**src/rtl/secure_token_record_deframer_core_macros.svh**
```systemverilog
// ---------------------------------------------------------------------------
// Assertion macros for the token record deframer
// Simulation-only concurrent checks; they compile to nothing for synthesis.
// ---------------------------------------------------------------------------
`ifndef SECURE_TOKEN_RECORD_DEFRAMER_CORE_MACROS_SVH
`define SECURE_TOKEN_RECORD_DEFRAMER_CORE_MACROS_SVH

`ifndef SYNTHESIS
// same-cycle implication, checked out of reset
`define STRD_ASSERT_NOW(label, clk, rst_n, ante, cons) \
    label: assert property (@(posedge clk) disable iff (!rst_n) (ante) |-> (cons)) \
        else $error("assertion failed");
// next-cycle implication, checked out of reset
`define STRD_ASSERT_NEXT(label, clk, rst_n, ante, cons) \
    label: assert property (@(posedge clk) disable iff (!rst_n) (ante) |=> (cons)) \
        else $error("assertion failed");
`else
`define STRD_ASSERT_NOW(label, clk, rst_n, ante, cons)
`define STRD_ASSERT_NEXT(label, clk, rst_n, ante, cons)
`endif

`endif

```
**src/rtl/strd_pkg.sv**
```systemverilog
// ---------------------------------------------------------------------------
// Token record deframer package
// Constants, phase type and helper functions for the deframer core.
// ---------------------------------------------------------------------------
package strd_pkg;

    // widest body length accepted (16 to 32)
    localparam int LENGTH_BITS = 32;

    localparam logic [7:0] TLS_LO     = 8'd20;
    localparam logic [7:0] TLS_HI     = 8'd23;
    localparam logic [7:0] VENDOR_TAG = 8'd26;
    localparam logic [7:0] SSL2_BIT   = 8'h80;
    localparam logic [7:0] SSL2_MASK  = 8'h7f;

    localparam logic [1:0] MODE_PREFIX = 2'd0;
    localparam logic [1:0] MODE_TLS    = 2'd1;
    localparam logic [1:0] MODE_SSL2   = 2'd2;
    localparam logic [1:0] MODE_VENDOR = 2'd3;

    localparam logic [1:0] ST_OK    = 2'd0;
    localparam logic [1:0] ST_CLEAN = 2'd1;
    localparam logic [1:0] ST_ERR   = 2'd2;
    localparam logic [1:0] ST_BAD   = 2'd3;

    // header byte counts at which each format's header is complete
    localparam logic [2:0] PREFIX_HDR = 3'd4;
    localparam logic [2:0] SSL2_HDR   = 3'd4;
    localparam logic [2:0] TLS_HDR    = 3'd5;

    localparam logic [14:0] SSL2_MIN   = 15'd2;
    localparam logic [15:0] VENDOR_MIN = 16'd4;

    typedef enum logic [3:0] {
        PH_IDLE   = 4'b0001,
        PH_HEADER = 4'b0010,
        PH_HASH   = 4'b0100,
        PH_BODY   = 4'b1000
    } phase_t;

    function automatic logic [1:0] pick_mode(input logic [7:0] b);
        logic [1:0] m;
        if (b >= TLS_LO && b <= TLS_HI)
            m = MODE_TLS;
        else if (b == VENDOR_TAG)
            m = MODE_VENDOR;
        else if ((b & SSL2_BIT) != 8'd0)
            m = MODE_SSL2;
        else
            m = MODE_PREFIX;
        return m;
    endfunction

    function automatic logic too_long(input logic [31:0] len);
        return (len >> LENGTH_BITS) != 32'd0;
    endfunction

endpackage

```
**src/rtl/secure_token_record_deframer_core.sv**
```systemverilog
// ---------------------------------------------------------------------------
// Token record deframer core
// Delimits TLS, SSL2, vendor SSL and length-prefixed token records.
// ---------------------------------------------------------------------------
// Usage:
//   Input channel s_*: one stream byte per word in s_tdata. s_tuser set
//   means the connection closed; that word carries no byte and its result
//   reports a clean end (status 1) or truncation / latched error (status 2),
//   then all framing state returns to its reset value.
//   Output channel m_*: one word per input word. m_tdata echoes the byte,
//   m_tlast marks the byte that completes a record, m_tuser carries
//   in_token, frame_mode and status.
//   The output is registered: output valid follows input accept in the next
//   cycle; throughput is one word per cycle while the receiver keeps up,
//   set by the single result register, which is refilled in the same cycle it is taken.
//   When the receiver stalls, the result register holds and s_tready drops
//   until the pending word is taken.
//   Reset (rst_n low) empties the result register and puts the framer in
//   idle with no error latched.
// ---------------------------------------------------------------------------
`include "secure_token_record_deframer_core_macros.svh"

module secure_token_record_deframer_core
(
    input  logic       clk,
    input  logic       rst_n,
    input  logic       s_tvalid,
    output logic       s_tready,
    input  logic [7:0] s_tdata,   // [7:0] data_byte
    input  logic       s_tuser,   // [0] stream_done
    output logic       m_tvalid,
    input  logic       m_tready,
    output logic [7:0] m_tdata,   // [7:0] out_byte
    output logic       m_tlast,   // record_end
    output logic [4:0] m_tuser    // [0] in_token, [2:1] frame_mode, [4:3] status
);

    localparam int LB = strd_pkg::LENGTH_BITS;

    strd_pkg::phase_t phase_reg, phase_next;
    logic [1:0]    mode_reg, mode_next;
    logic [2:0]    cnt_reg, cnt_next;
    logic [31:0]   hdr_reg, hdr_next;
    logic [LB-1:0] body_reg, body_next;
    logic [15:0]   hash_reg, hash_next;
    logic [31:0]   tail_reg, tail_next;
    logic          err_reg, err_next;

    logic          out_valid_reg;
    logic [7:0]    out_byte_reg;
    logic          out_tok_reg, out_end_reg;
    logic [1:0]    out_mode_reg, out_st_reg;

    logic          accept;
    logic [7:0]    o_byte;
    logic          o_tok, o_end;
    logic [1:0]    o_mode, o_st;
    logic          bad, start_body;
    logic [31:0]   body_len;
    logic [14:0]   ssl2_len;
    logic [15:0]   short_len;

    assign s_tready = !out_valid_reg || m_tready;
    assign accept   = s_tvalid && s_tready;

    always_comb
    begin
        phase_next = phase_reg;
        mode_next  = mode_reg;
        cnt_next   = cnt_reg;
        hdr_next   = hdr_reg;
        body_next  = body_reg;
        hash_next  = hash_reg;
        tail_next  = tail_reg;
        err_next   = err_reg;
        o_byte     = s_tdata;
        o_tok      = 1'b0;
        o_end      = 1'b0;
        o_st       = strd_pkg::ST_OK;
        o_mode     = mode_reg;
        bad        = 1'b0;
        start_body = 1'b0;
        body_len   = 32'd0;
        ssl2_len   = 15'd0;
        short_len  = 16'd0;

        if (s_tuser) begin
            // connection closed: report and drop all framing state
            o_byte = 8'd0;
            o_st   = (phase_reg == strd_pkg::PH_IDLE && !err_reg) ?
                     strd_pkg::ST_CLEAN : strd_pkg::ST_ERR;
            phase_next = strd_pkg::PH_IDLE;
            mode_next  = strd_pkg::MODE_PREFIX;
            cnt_next   = 3'd0;
            hdr_next   = 32'd0;
            body_next  = '0;
            hash_next  = 16'd0;
            tail_next  = 32'd0;
            err_next   = 1'b0;
        end else if (err_reg) begin
            o_st = strd_pkg::ST_ERR;
        end else begin
            case (phase_reg)
                strd_pkg::PH_HEADER:
                begin
                    hdr_next  = {hdr_reg[23:0], s_tdata};
                    cnt_next  = cnt_reg + 3'd1;
                    o_tok     = (mode_reg != strd_pkg::MODE_PREFIX);
                    ssl2_len  = {hdr_next[30:24], hdr_next[23:16]};
                    short_len = {hdr_reg[7:0], s_tdata};
                    if (mode_reg == strd_pkg::MODE_PREFIX && cnt_next >= strd_pkg::PREFIX_HDR)
                    begin
                        if (strd_pkg::too_long(hdr_next))
                            bad = 1'b1;
                        else begin
                            start_body = 1'b1;
                            body_len   = hdr_next;
                        end
                    end else if (mode_reg == strd_pkg::MODE_SSL2 &&
                                 cnt_next >= strd_pkg::SSL2_HDR)
                    begin
                        if (ssl2_len < strd_pkg::SSL2_MIN)
                            bad = 1'b1;
                        else begin
                            start_body = 1'b1;
                            body_len   = {17'd0, ssl2_len - strd_pkg::SSL2_MIN};
                        end
                    end else if (mode_reg == strd_pkg::MODE_TLS &&
                                 cnt_next >= strd_pkg::TLS_HDR)
                    begin
                        start_body = 1'b1;
                        body_len   = {16'd0, short_len};
                    end else if (mode_reg == strd_pkg::MODE_VENDOR &&
                                 cnt_next >= strd_pkg::TLS_HDR)
                    begin
                        if (short_len < strd_pkg::VENDOR_MIN)
                            bad = 1'b1;
                        else begin
                            hash_next  = short_len;
                            tail_next  = 32'd0;
                            phase_next = strd_pkg::PH_HASH;
                        end
                    end
                end
                strd_pkg::PH_HASH:
                begin
                    o_tok     = 1'b1;
                    tail_next = {tail_reg[23:0], s_tdata};
                    hash_next = hash_reg - 16'd1;
                    // last four hash bytes carry the body length
                    if (hash_next == 16'd0) begin
                        if (strd_pkg::too_long(tail_next))
                            bad = 1'b1;
                        else begin
                            start_body = 1'b1;
                            body_len   = tail_next;
                        end
                    end
                end
                strd_pkg::PH_BODY:
                begin
                    o_tok     = 1'b1;
                    body_next = body_reg - LB'(1);
                    if (body_next == '0) begin
                        o_end      = 1'b1;
                        phase_next = strd_pkg::PH_IDLE;
                    end
                end
                default:
                begin
                    mode_next  = strd_pkg::pick_mode(s_tdata);
                    hdr_next   = {24'd0, s_tdata};
                    cnt_next   = 3'd1;
                    phase_next = strd_pkg::PH_HEADER;
                    o_tok      = (mode_next != strd_pkg::MODE_PREFIX);
                end
            endcase

            if (start_body) begin
                // empty body ends the record on this byte
                if (body_len == 32'd0) begin
                    o_end      = 1'b1;
                    phase_next = strd_pkg::PH_IDLE;
                end else begin
                    body_next  = body_len[LB-1:0];
                    phase_next = strd_pkg::PH_BODY;
                end
            end

            if (bad) begin
                err_next   = 1'b1;
                phase_next = strd_pkg::PH_IDLE;
                o_tok      = 1'b0;
                o_end      = 1'b0;
                o_st       = strd_pkg::ST_BAD;
            end
            o_mode = mode_next;
        end
    end

    always_ff @(posedge clk or negedge rst_n)
    begin
        if (!rst_n) begin
            phase_reg     <= strd_pkg::PH_IDLE;
            mode_reg      <= strd_pkg::MODE_PREFIX;
            cnt_reg       <= 3'd0;
            hdr_reg       <= 32'd0;
            body_reg      <= '0;
            hash_reg      <= 16'd0;
            tail_reg      <= 32'd0;
            err_reg       <= 1'b0;
            out_valid_reg <= 1'b0;
        end else begin
            if (accept) begin
                phase_reg <= phase_next;
                mode_reg  <= mode_next;
                cnt_reg   <= cnt_next;
                hdr_reg   <= hdr_next;
                body_reg  <= body_next;
                hash_reg  <= hash_next;
                tail_reg  <= tail_next;
                err_reg   <= err_next;
            end
            if (s_tready)
                out_valid_reg <= s_tvalid;
        end
    end

    // result payload: load on accept, hold while stalled
    always_ff @(posedge clk)
    begin
        if (accept) begin
            out_byte_reg <= o_byte;
            out_tok_reg  <= o_tok;
            out_end_reg  <= o_end;
            out_mode_reg <= o_mode;
            out_st_reg   <= o_st;
        end
    end

    assign m_tvalid = out_valid_reg;
    assign m_tdata  = out_byte_reg;
    assign m_tlast  = out_end_reg;
    assign m_tuser  = {out_st_reg, out_mode_reg, out_tok_reg};

    `STRD_ASSERT_NEXT(a_done_clears, clk, rst_n, accept && s_tuser,
        phase_reg == strd_pkg::PH_IDLE && !err_reg)
    `STRD_ASSERT_NEXT(a_err_reports, clk, rst_n, accept && !s_tuser && err_reg,
        out_st_reg == strd_pkg::ST_ERR && err_reg)
    `STRD_ASSERT_NOW(a_body_nonzero, clk, rst_n, phase_reg == strd_pkg::PH_BODY,
        body_reg != '0)
    `STRD_ASSERT_NOW(a_bad_latches, clk, rst_n,
        m_tvalid && out_st_reg == strd_pkg::ST_BAD && !s_tvalid,
        err_reg && !out_tok_reg && !out_end_reg)

endmodule
```
**config.mk**
```make
export PLATFORM = sky130hd
export DESIGN_NAME = secure_token_record_deframer_core
export DESIGN_NICKNAME = d
export VERILOG_FILES = /design/src/rtl/strd_pkg.sv /design/src/rtl/secure_token_record_deframer_core.sv
export VERILOG_INCLUDE_DIRS = /design/src /design/src/rtl
export SDC_FILE = /design/constraint.sdc
export NUM_CORES = 1
export LEC_CHECK = 0
export ABC_AREA = 1
export BUFFER_PORTS_ARGS = -buffer_cell sky130_fd_sc_hd__buf_2
export CORE_MARGIN = 2
export CORE_UTILIZATION = 30
export DETAILED_ROUTE_END_ITERATION = 12
export PLACE_DENSITY = 0.45
export RECOVER_POWER = 25
export SYNTH_ARGS = -nofsm -noshare
export SYNTH_HDL_FRONTEND = slang
export SYNTH_SLANG_ARGS = --single-unit
```
**constraint.sdc**
```tcl
create_clock -name clk -period 3.2 [get_ports clk]
set_input_delay 0.32 -clock clk [delete_from_list [all_inputs] [get_ports clk]]
set_output_delay 0.32 -clock clk [all_outputs]
set_load 0.03 [all_outputs]
```
; ---- Yosys cells after proc, flatten, opt, wreduce, memory -nomap -nowiden
; Index checks and enable logic that the tools add are counted.
[op_classes]
add_sub_neg = 4
order_cmp = 6
eq_ne = 22
mux = 86
n_reduce_logical = 24
[op_table]
columns = op, n
row1 = 2-to-1 mux 32 bit, 10
row2 = 2-to-1 mux 24 bit, 9
row3 = 2-to-1 mux 16 bit, 8
row4 = case mux 24 bit (2 select lines), 2
row5 = logical NOT 32 bit, 2
row6 = case mux 32 bit (2 select lines), 1
row7 = 2-to-1 mux 4 bit, 11
row8 = case mux 16 bit (2 select lines), 1
row9 = subtractor 32 x 1 -> 32 bit (second input constant), 1
row10 = inequality test 5 bit (second input constant), 6
row11 = 2-to-1 mux 2 bit, 14
row12 = 2-to-1 mux 1 bit, 23
row13 = logical NOT 16 bit, 1
row14 = < comparator 16 x 3 -> 1 bit (second input constant), 1
row15 = subtractor 16 x 1 -> 16 bit (second input constant), 1
row16 = < comparator 15 x 2 -> 1 bit (second input constant), 1
row17 = 2-to-1 mux 15 bit, 1
row18 = inequality test 3 bit (second input constant), 5
row19 = subtractor 15 x 2 -> 15 bit (second input constant), 1
row20 = case mux 4 bit (3 select lines), 1
row21 = AND reduction 9 bit, 1
row22 = equality test 8 x 5 -> 1 bit (second input constant), 1
row23 = >= comparator 8 x 5 -> 1 bit (second input constant), 1
row24 = <= comparator 8 x 5 -> 1 bit (second input constant), 1
row25 = other kinds (25), 38
[totals]
ff_bits = 121
inputBits = 13
out_inout_bits = 16
word_cells = 156

; ---- Longest topological paths before layout
; Gate-level depths: netlist of run 1.
[depth]
ltp_word = 15
depth_mapped = 22
depth_no_buf = 20

; ---- Worst setup path after synthesis of run 1
; Ideal clock, no wire load.
[synth_path]
kind = register -> register
from = register out_valid_reg, in the netlist m_tvalid
to = register tail_reg[15]
setup_time_ns = 0.096
arrival_time_ns = 2.763
required_ns = 3.104
path_slack_ns = 0.342
stages_incl_launch_ff = 13
path_buffers = 1
synth_period_minus_slack_ns = 2.858
path_cell_list = dfrtp_1 > nand2_1 > nand2_1 > inv_1 > o21ai_1 > inv_1 > o21ai_0 > inv_1 > nand3_1 > inv_2 > nand2_1 > buf_2 > o31ai_1
[synth_between]
elab_chain_len = 4
[synth_lines]
columns = element, line_no
row1 = "start, declared", secure_token_record_deframer_core.sv:49  ; logic out_valid_reg;
row2 = "start signal, assigned", secure_token_record_deframer_core.sv:225  ; out_valid_reg <= s_tvalid;
row3 = logical NOT 1 bit, secure_token_record_deframer_core.sv:63  ; assign s_tready = !out_valid_reg || m_tready;
row4 = logical OR 1 bit, secure_token_record_deframer_core.sv:63
row5 = named net s_tready, secure_token_record_deframer_core.sv:28  ; output logic s_tready,
row6 = logical AND 1 bit, secure_token_record_deframer_core.sv:64  ; assign accept = s_tvalid && s_tready;
row7 = named net accept, secure_token_record_deframer_core.sv:54  ; logic accept;
row8 = AND reduction 8 bit (no line), n/a
row9 = "end signal, assigned", secure_token_record_deframer_core.sv:221  ; tail_reg <= tail_next;
row10 = "end, declared", secure_token_record_deframer_core.sv:46  ; logic [31:0] tail_reg, tail_next;
; The timed path passes the listed nets, and every way through them passes these cells.
; A chain may end at the register's enable or synchronous reset.

; ---- Worst setup path after layout of run 1
[layout_path]
from = register cnt_reg[0]
to = register body_reg[29]
[layout_between]
elab_chain_len = 14
word_cells_on_any_way = 23
cone_classes = add/sub (1) / order compare (2) / mux (16) / reduce/logical (4)
[layout_lines]
columns = element, line_no
row1 = "start, declared", secure_token_record_deframer_core.sv:42  ; logic [2:0] cnt_reg, cnt_next;
row2 = "start signal, assigned", secure_token_record_deframer_core.sv:217  ; cnt_reg <= cnt_next;
row3 = adder 3 x 1 -> 3 bit (*), secure_token_record_deframer_core.sv:107  ; cnt_next = cnt_reg + 3'd1;
row4 = >= comparator 3 bit, secure_token_record_deframer_core.sv:129  ; cnt_next >= strd_pkg::TLS_HDR)
row5 = logical AND 1 bit, secure_token_record_deframer_core.sv:128  ; end else if (mode_reg == strd_pkg::MODE_TLS &&
row6 = 2-to-1 mux 16 bit, secure_token_record_deframer_core.sv:128
row7 = 2-to-1 mux 32 bit, secure_token_record_deframer_core.sv:119  ; end else if (mode_reg == strd_pkg::MODE_SSL2 &&
row8 = 2-to-1 mux 32 bit, secure_token_record_deframer_core.sv:111  ; if (mode_reg == strd_pkg::MODE_PREFIX && cnt_next >= strd_pkg::PREFIX_HDR)
row9 = case mux 32 bit (2 select lines), secure_token_record_deframer_core.sv:103  ; case (phase_reg)
row10 = 2-to-1 mux 32 bit, secure_token_record_deframer_core.sv:100  ; end else if (err_reg) begin
row11 = 2-to-1 mux 32 bit, secure_token_record_deframer_core.sv:87  ; if (s_tuser) begin
row12 = logical NOT 32 bit, secure_token_record_deframer_core.sv:181  ; if (body_len == 32'd0) begin
row13 = 2-to-1 mux 32 bit, secure_token_record_deframer_core.sv:181
row14 = 2-to-1 mux 32 bit (*), secure_token_record_deframer_core.sv:179  ; if (start_body) begin
row15 = 2-to-1 mux 32 bit (*), secure_token_record_deframer_core.sv:100
row16 = 2-to-1 mux 32 bit (*), secure_token_record_deframer_core.sv:87
row17 = "end signal, assigned", secure_token_record_deframer_core.sv:219  ; body_reg <= body_next;
row18 = "end, declared", secure_token_record_deframer_core.sv:44  ; logic [LB-1:0] body_reg, body_next;
; Mark *: on every way between the ends. The rest lies on a longest branch, timed or not. The select of a mux whose other input is x is not followed.

==> results of run 1 <==
placed cells by master (no fill, tap or decap), drive strengths merged, types with 2 or more instances in the layout:
cell type,n
clkinvlp,2
a22oi,3
edfxtp,14
nor3b,2
a21oi,27
nand2,342
o221ai,4
or2,3
xor2,30
o21ai,96
nand3b,5
mux2i,6
and2,2
o32ai,7
nand4,47
o22ai,19
ha,7
nor2,219
nor4,3
clkbuf,26
inv,150
nor3,14
o211ai,8
clkinv,4
bufinv,4
o21bai,33
o31ai,7
buf,90
nand3,166
xnor2,4
dfrtp,106
path summary, 6_finish.rpt:
check,startpoint,end,depth (start not counted)
worst min register to register,cnt_reg[2]$_DFFE_PN0P_,cnt_reg[2]$_DFFE_PN0P_,2
max in group asynchronous,rst_n,tail_reg[2]$_DFFE_PN0P_,2
worst min-delay path,s_tdata[5],tail_reg[5]$_DFFE_PN0P_,3
worst max-delay path,cnt_reg[0]$_DFFE_PN0P_,body_reg[29]$_DFFE_PN0P_,19
min in group asynchronous,rst_n,hdr_reg[19]$_DFFE_PN0P_,1
worst max register to register,cnt_reg[0]$_DFFE_PN0P_,body_reg[29]$_DFFE_PN0P_,19
cells in the mapped netlist (all sizes together), types with 5 or more instances:
library cell  count
nand4            47
o22ai            19
nand3           166
o21ai            96
nor3             14
o31ai             7
dfrtp           106
o32ai             7
xor2             30
o211ai            8
nor2            219
nand3b            5
nand2           342
o21bai           33
inv             148
clkbuf           31
a21oi            27
buf              32
mux2i             6
ha                7
edfxtp           14
stage by stage:
stage / hold WS [ns] / instances / area [sq um] / setup WS [ns]
6_report: 0.165 / 1853 / 10900 / 0.211
5_1_grt: 0.187 / 1853 / 10900 / -0.00597
4_1_cts: 0.00691 / 1847 / 10800 / 0.0453
3_5_place_dp: 0.484 / 1812 / 10100 / -0.149
3_3_place_gp: 0.468 / 1812 / 10100 / -0.142
2_1_floorplan: 0.0244 / 1393 / 9250 / 0.342
what timing repair did:
item,CTS,global route
hold buffers,0,0
gates cloned,0,1
setup endpoints to repair,14,35
setup buffers,3,5
pin swaps,2,6
resized for setup,5,26
worst max-delay path, stage by stage, from the launching register on:
cell	delay [ns]
dfrtp_1	0.39
ha_1	0.22
or2_1	0.21
nand2_1	0.08
inv_1	0.07
nand2_1	0.08
nor2_1	0.07
nand2_2	0.12
nor2_1	0.10
a22oi_1	0.33
nand2_1	0.14
nor2_1	0.12
nand2_1	0.05
nor2_1	0.12
nand2_2	0.09
buf_12	0.16
buf_4	0.15
o21bai_1	0.23
nand3_1	0.10
nand2_1	0.07
kinds of logic after synthesis:
kind of cell	count (synthesis)	synth area share, %
xor gates and xnor gates	34	3.22
adders and majority gates	7	0.947
and+or+nand+nor	806	38.8
muxes	6	0.649
buffers and inverters	212	9.45
AOI/OAI and AO/OA	207	13.4
DFF	121	33.5
final cells by class:
type	instances	area share, %
timing repair buffer	95	6.67
clock buffer	21	4.21
tap	396	4.54
clock inverter	11	1.55
multi-input combinational	1060	49.5
sequential	121	28.4
inverter	149	5.12
metal layers:
layer / routed length (microns) / vias up / share of wire, %
li1: - / 4717 / -
met2: 15900 / 257 / 46
met5: 0 / - / 0
met4: 731 / 0 / 2.1
met3: 1780 / 36 / 5.2
met1: 16100 / 4511 / 47
power groups by stage:
stage               Sequential [mW]  Clock, mW  Combinational [mW]
floorplan                      1.84          0                1.71
global placement               1.85          0                2.37
detailed placement             1.85          0                2.37
CTS                            1.82       2.17                2.42
global route                   1.84       2.24                2.87
finish                         1.82       2.13                2.58
==> flow_summary.ini, run 1 <==
[power_and_ir_drop]
combinationalPowerShare_pct = 39.5
peakVddDrop_mv = 0.371
powerDensity_nw_per_um2 = 598
swShare_pct = 41.1
pwr-share-clk_pct = 32.6
switchingPower_mw = 2.68
p_int_mw = 3.85
p_leak_nw = 5.42
seq_power_share_pct = 27.9
p_total_mw = 6.53

[synth]
yosys-top-cells-area = dfrtp_1, nand2_1, nand3_1
synthArstFlopShare_pct = 88.4
synth_cell_types = 50
synth_flop_cell = dfrtp_1
synth_seq_area_share_pct = 33.5
synth_top_area_share_pct = 28.7
synthesis.area_sq_um = 9250
ys_warn_count = 0
synth_nets = 1413
synth-edff-count = 14
yosys.area.top_type = dfrtp_1
synthCells = 1393
syn_area_per_cell_sq_um = 6.64
ys_ff_latch = 121

[grt]
grt_max_degree = 58
grt_pass1_wl_microns = 54800
grt.overflow.total = 0
grt_pass1_vias = 9161
gr-usage-met2_pct = 33.3
antenna_found_initial = 0
met1_usage_pct = 30.7
grt_usage_pct = 21.7
busiest_layer = met2
grt_use_met3_pct = 4.29

[clock_network]
clk_latency_ns = 0.44
cts_tree = yes
clk_path_buf_depth = 2
clk_root_buffer_cell = clkbuf_16
cts_sinks = 121
clk_pin_slew_ns = 0.06
htreeDepth = 4
cts_buffers = 17

[route]
drtAntennaViolNets = 0
routed_wl_microns = 34500
first_pass_iters = 5
wl_per_cell_microns = 18.6
avgViaCountPerCell = 5.14
num_vias = 9521
first_iter_violations = 799
drc_errors = 0

[die]
die_x_microns = 180
ios = 29
fp-row-count = 64
initial_utilization_pct = 30.3
dieArea_sq_um = 32300
core_area_sq_um = 30500
dieHeight_microns = 180

[critical_path]
r2r_slack_ns = 0.21
path_max_fanout = 12
critPathLaunchType = flop
path_class = flop to flop
worst_ep_required_time_ns = 3.58
end_kind = flop
arrival_ns = 3.37

[sta]
skew_ns = 0.0138
hold_viol_final = 0
tightest_slew_ns = 1.56
setup_tns_ns = 0
finalSetupViolations = 0
period_needed_ns = 2.99
fmax_mhz = 335
min_period_over_period_pct = 93.4
final_max_slew_viol_count = 58
slew_headroom_pct = -3.92

[placed_design]
hpwlAfterDp_microns = 25400
place_congestion = 0.889
io_buffers = 28

[finish]
layout-drive-gt1-share_pct = 13.6
diodes = 0
multiInputGateArea_sq_um = 5410
syn_to_final_growth_pct = 18.1
final_core_util_pct = 35.8
largest_register_ffs = 32
final-seq-area_sq_um = 3100
finalNetCount = 1464
nFillCells = 3307

[job]
cap_violations = 1

[hold_path]
hp-class = input pin to flop

[status]
status = finished, violations left
violations = capacitance limit, slew limit
Power figures use the tool's default switching activity.
==> inputs of run 2 (changes only) <==
Settings changed: RECOVER_POWER 25 to 50.
==> run 2 against run 1 <==
  * The run still ends with capacitance limit, slew limit left
  * Largest power group unchanged
  * Highest routed layer unchanged
  * Critical endpoint unchanged
  * Non-clock buffer count did not move
  * Clock power barely moved
  * Clock skew barely moved
==> flow_summary.ini, run 2 (synthesis results as in run 1) <==
[route]
drc_errors = 0
routed_wl_microns = 34400
num_vias = 9517
wl_per_cell_microns = 18.6
drtAntennaViolNets = 0
first_pass_iters = 5
avgViaCountPerCell = 5.14
first_iter_violations = 798

[sta]
hold_viol_final = 0
fmax_mhz = 335
skew_ns = 0.0143
finalSetupViolations = 0
tightest_slew_ns = 1.56
period_needed_ns = 2.99
slew_headroom_pct = -3.89
hold_ws_ns = 0.166
min_period_over_period_pct = 93.3
final_max_slew_viol_count = 58

[critical_path]
critPathLaunchType = flop
path_max_fanout = 12
worst_ep_required_time_ns = 3.58
end_kind = flop
path_class = flop to flop
arrival_ns = 3.36

[grt]
grt_pass1_vias = 9161
grt_pass1_wl_microns = 54800
grt_usage_pct = 21.7
grt.overflow.total = 0
antenna_found_initial = 0
grt_max_degree = 58

[hold_path]
hp-class = input pin to flop

[finish]
layout-drive-gt1-share_pct = 12.8
diodes = 0
layout_common_cells = nand2_1, nor2_1, nand3_1, inv_1, dfrtp_1
finalNetCount = 1464
design_area_sq_um = 10900
syn_to_final_growth_pct = 17.9
stdcell_count = 1853
largest_register_ffs = 32
mostFrequentLayoutCell = nand2_1

[job]
cap_violations = 1

[clock_network]
htreeDepth = 4
cts_sinks = 121
cts_tree = yes
cts_buffers = 17
clk_latency_ns = 0.44
cts_hold_buf = 0
clk_pin_slew_ns = 0.06
clk_root_buffer_cell = clkbuf_16
clk_path_buf_depth = 2

[die]
ios = 29
die_x_microns = 180
core_area_sq_um = 30500
dieHeight_microns = 180
dieArea_sq_um = 32300
fp-row-count = 64
initial_utilization_pct = 30.3

[placed_design]
hpwlAfterDp_microns = 25400
placed_area_sq_um = 10100
io_buffers = 28
dp.cells = 1812
place_congestion = 0.889

[status]
status = finished, violations left
violations = capacitance limit, slew limit

[power_and_ir_drop]
peakVddDrop_mv = 0.369
p_leak_nw = 5.38
p_total_mw = 6.52
powerDensity_nw_per_um2 = 598
run 2: layer usage:
layer	up-vias	share of wire, %	track usage [%]	wire [microns]
li1	4716	-	-	-
met1	4495	46	30.7	16000
met2	271	46	33.3	15900
met3	35	5.4	4.29	1870
met4	0	2.1	6.60	716
met5	-	0	0	0
run 2: final cells by class:
cell class / instances / area (sq um)
repair buffers: 95 / 713
clock inverters: 11 / 169
flip-flops and latches: 121 / 3100
clock buffers: 21 / 460
well taps: 396 / 495
fillers: 3310 / 19600
inverters: 149 / 559
multi-input cells: 1060 / 5410
run 2: worst paths after layout:
check	from	to	slack, ns	cells past startpoint
worst max-delay path	cnt_reg[0]$_DFFE_PN0P_	body_reg[29]$_DFFE_PN0P_	0.21	19
worst min-delay path	s_tdata[5]	tail_reg[5]$_DFFE_PN0P_	0.17	3
worst max register to register	cnt_reg[0]$_DFFE_PN0P_	body_reg[29]$_DFFE_PN0P_	0.21	19
worst min register to register	cnt_reg[2]$_DFFE_PN0P_	cnt_reg[2]$_DFFE_PN0P_	0.50	2
max in group asynchronous	rst_n	tail_reg[2]$_DFFE_PN0P_	0.80	2
min in group asynchronous	rst_n	hdr_reg[19]$_DFFE_PN0P_	0.28	1
run 2: where the power goes:
group          switching [mW]  internal, mW  total (mW)
Combinational            1.76         0.810        2.57
Clock                   0.785          1.35        2.13
Sequential              0.136          1.69        1.82
run 2: critical path, stage by stage (launching register included):
cell and delay, ns:
dfrtp_1 0.39, ha_1 0.22, or2_1 0.21, nand2_1 0.08, inv_1 0.07, nand2_1 0.08, nor2_1 0.07, nand2_2 0.12
nor2_1 0.10, a22oi_1 0.33, nand2_1 0.15, nor2_1 0.12, nand2_1 0.05, nor2_1 0.12, nand2_2 0.09, buf_12 0.16
buf_4 0.15, o21bai_1 0.23, nand3_1 0.10, nand2_1 0.07
run 2: per-stage QoR:
| step | setup slack (ns) | setup TNS, ns | util [%] |
|---|---|---|---|
| finish | 0.213 | 0 | 35.8 |
| global route | -0.00597 | -0.00597 | 35.8 |
| CTS | 0.0453 | 0 | 35.3 |
| detailed placement | -0.149 | -1.38 | 33.1 |
| global placement | -0.142 | -1.43 | 33.1 |
| floorplan | 0.342 | 0 | - |
run 2: repair_timing:
action / CTS / global route
pin swaps: 2 / 6
setup endpoints to repair: 14 / 35
resized for setup: 5 / 26
gates cloned: 0 / 1
buffers inserted: 3 / 5
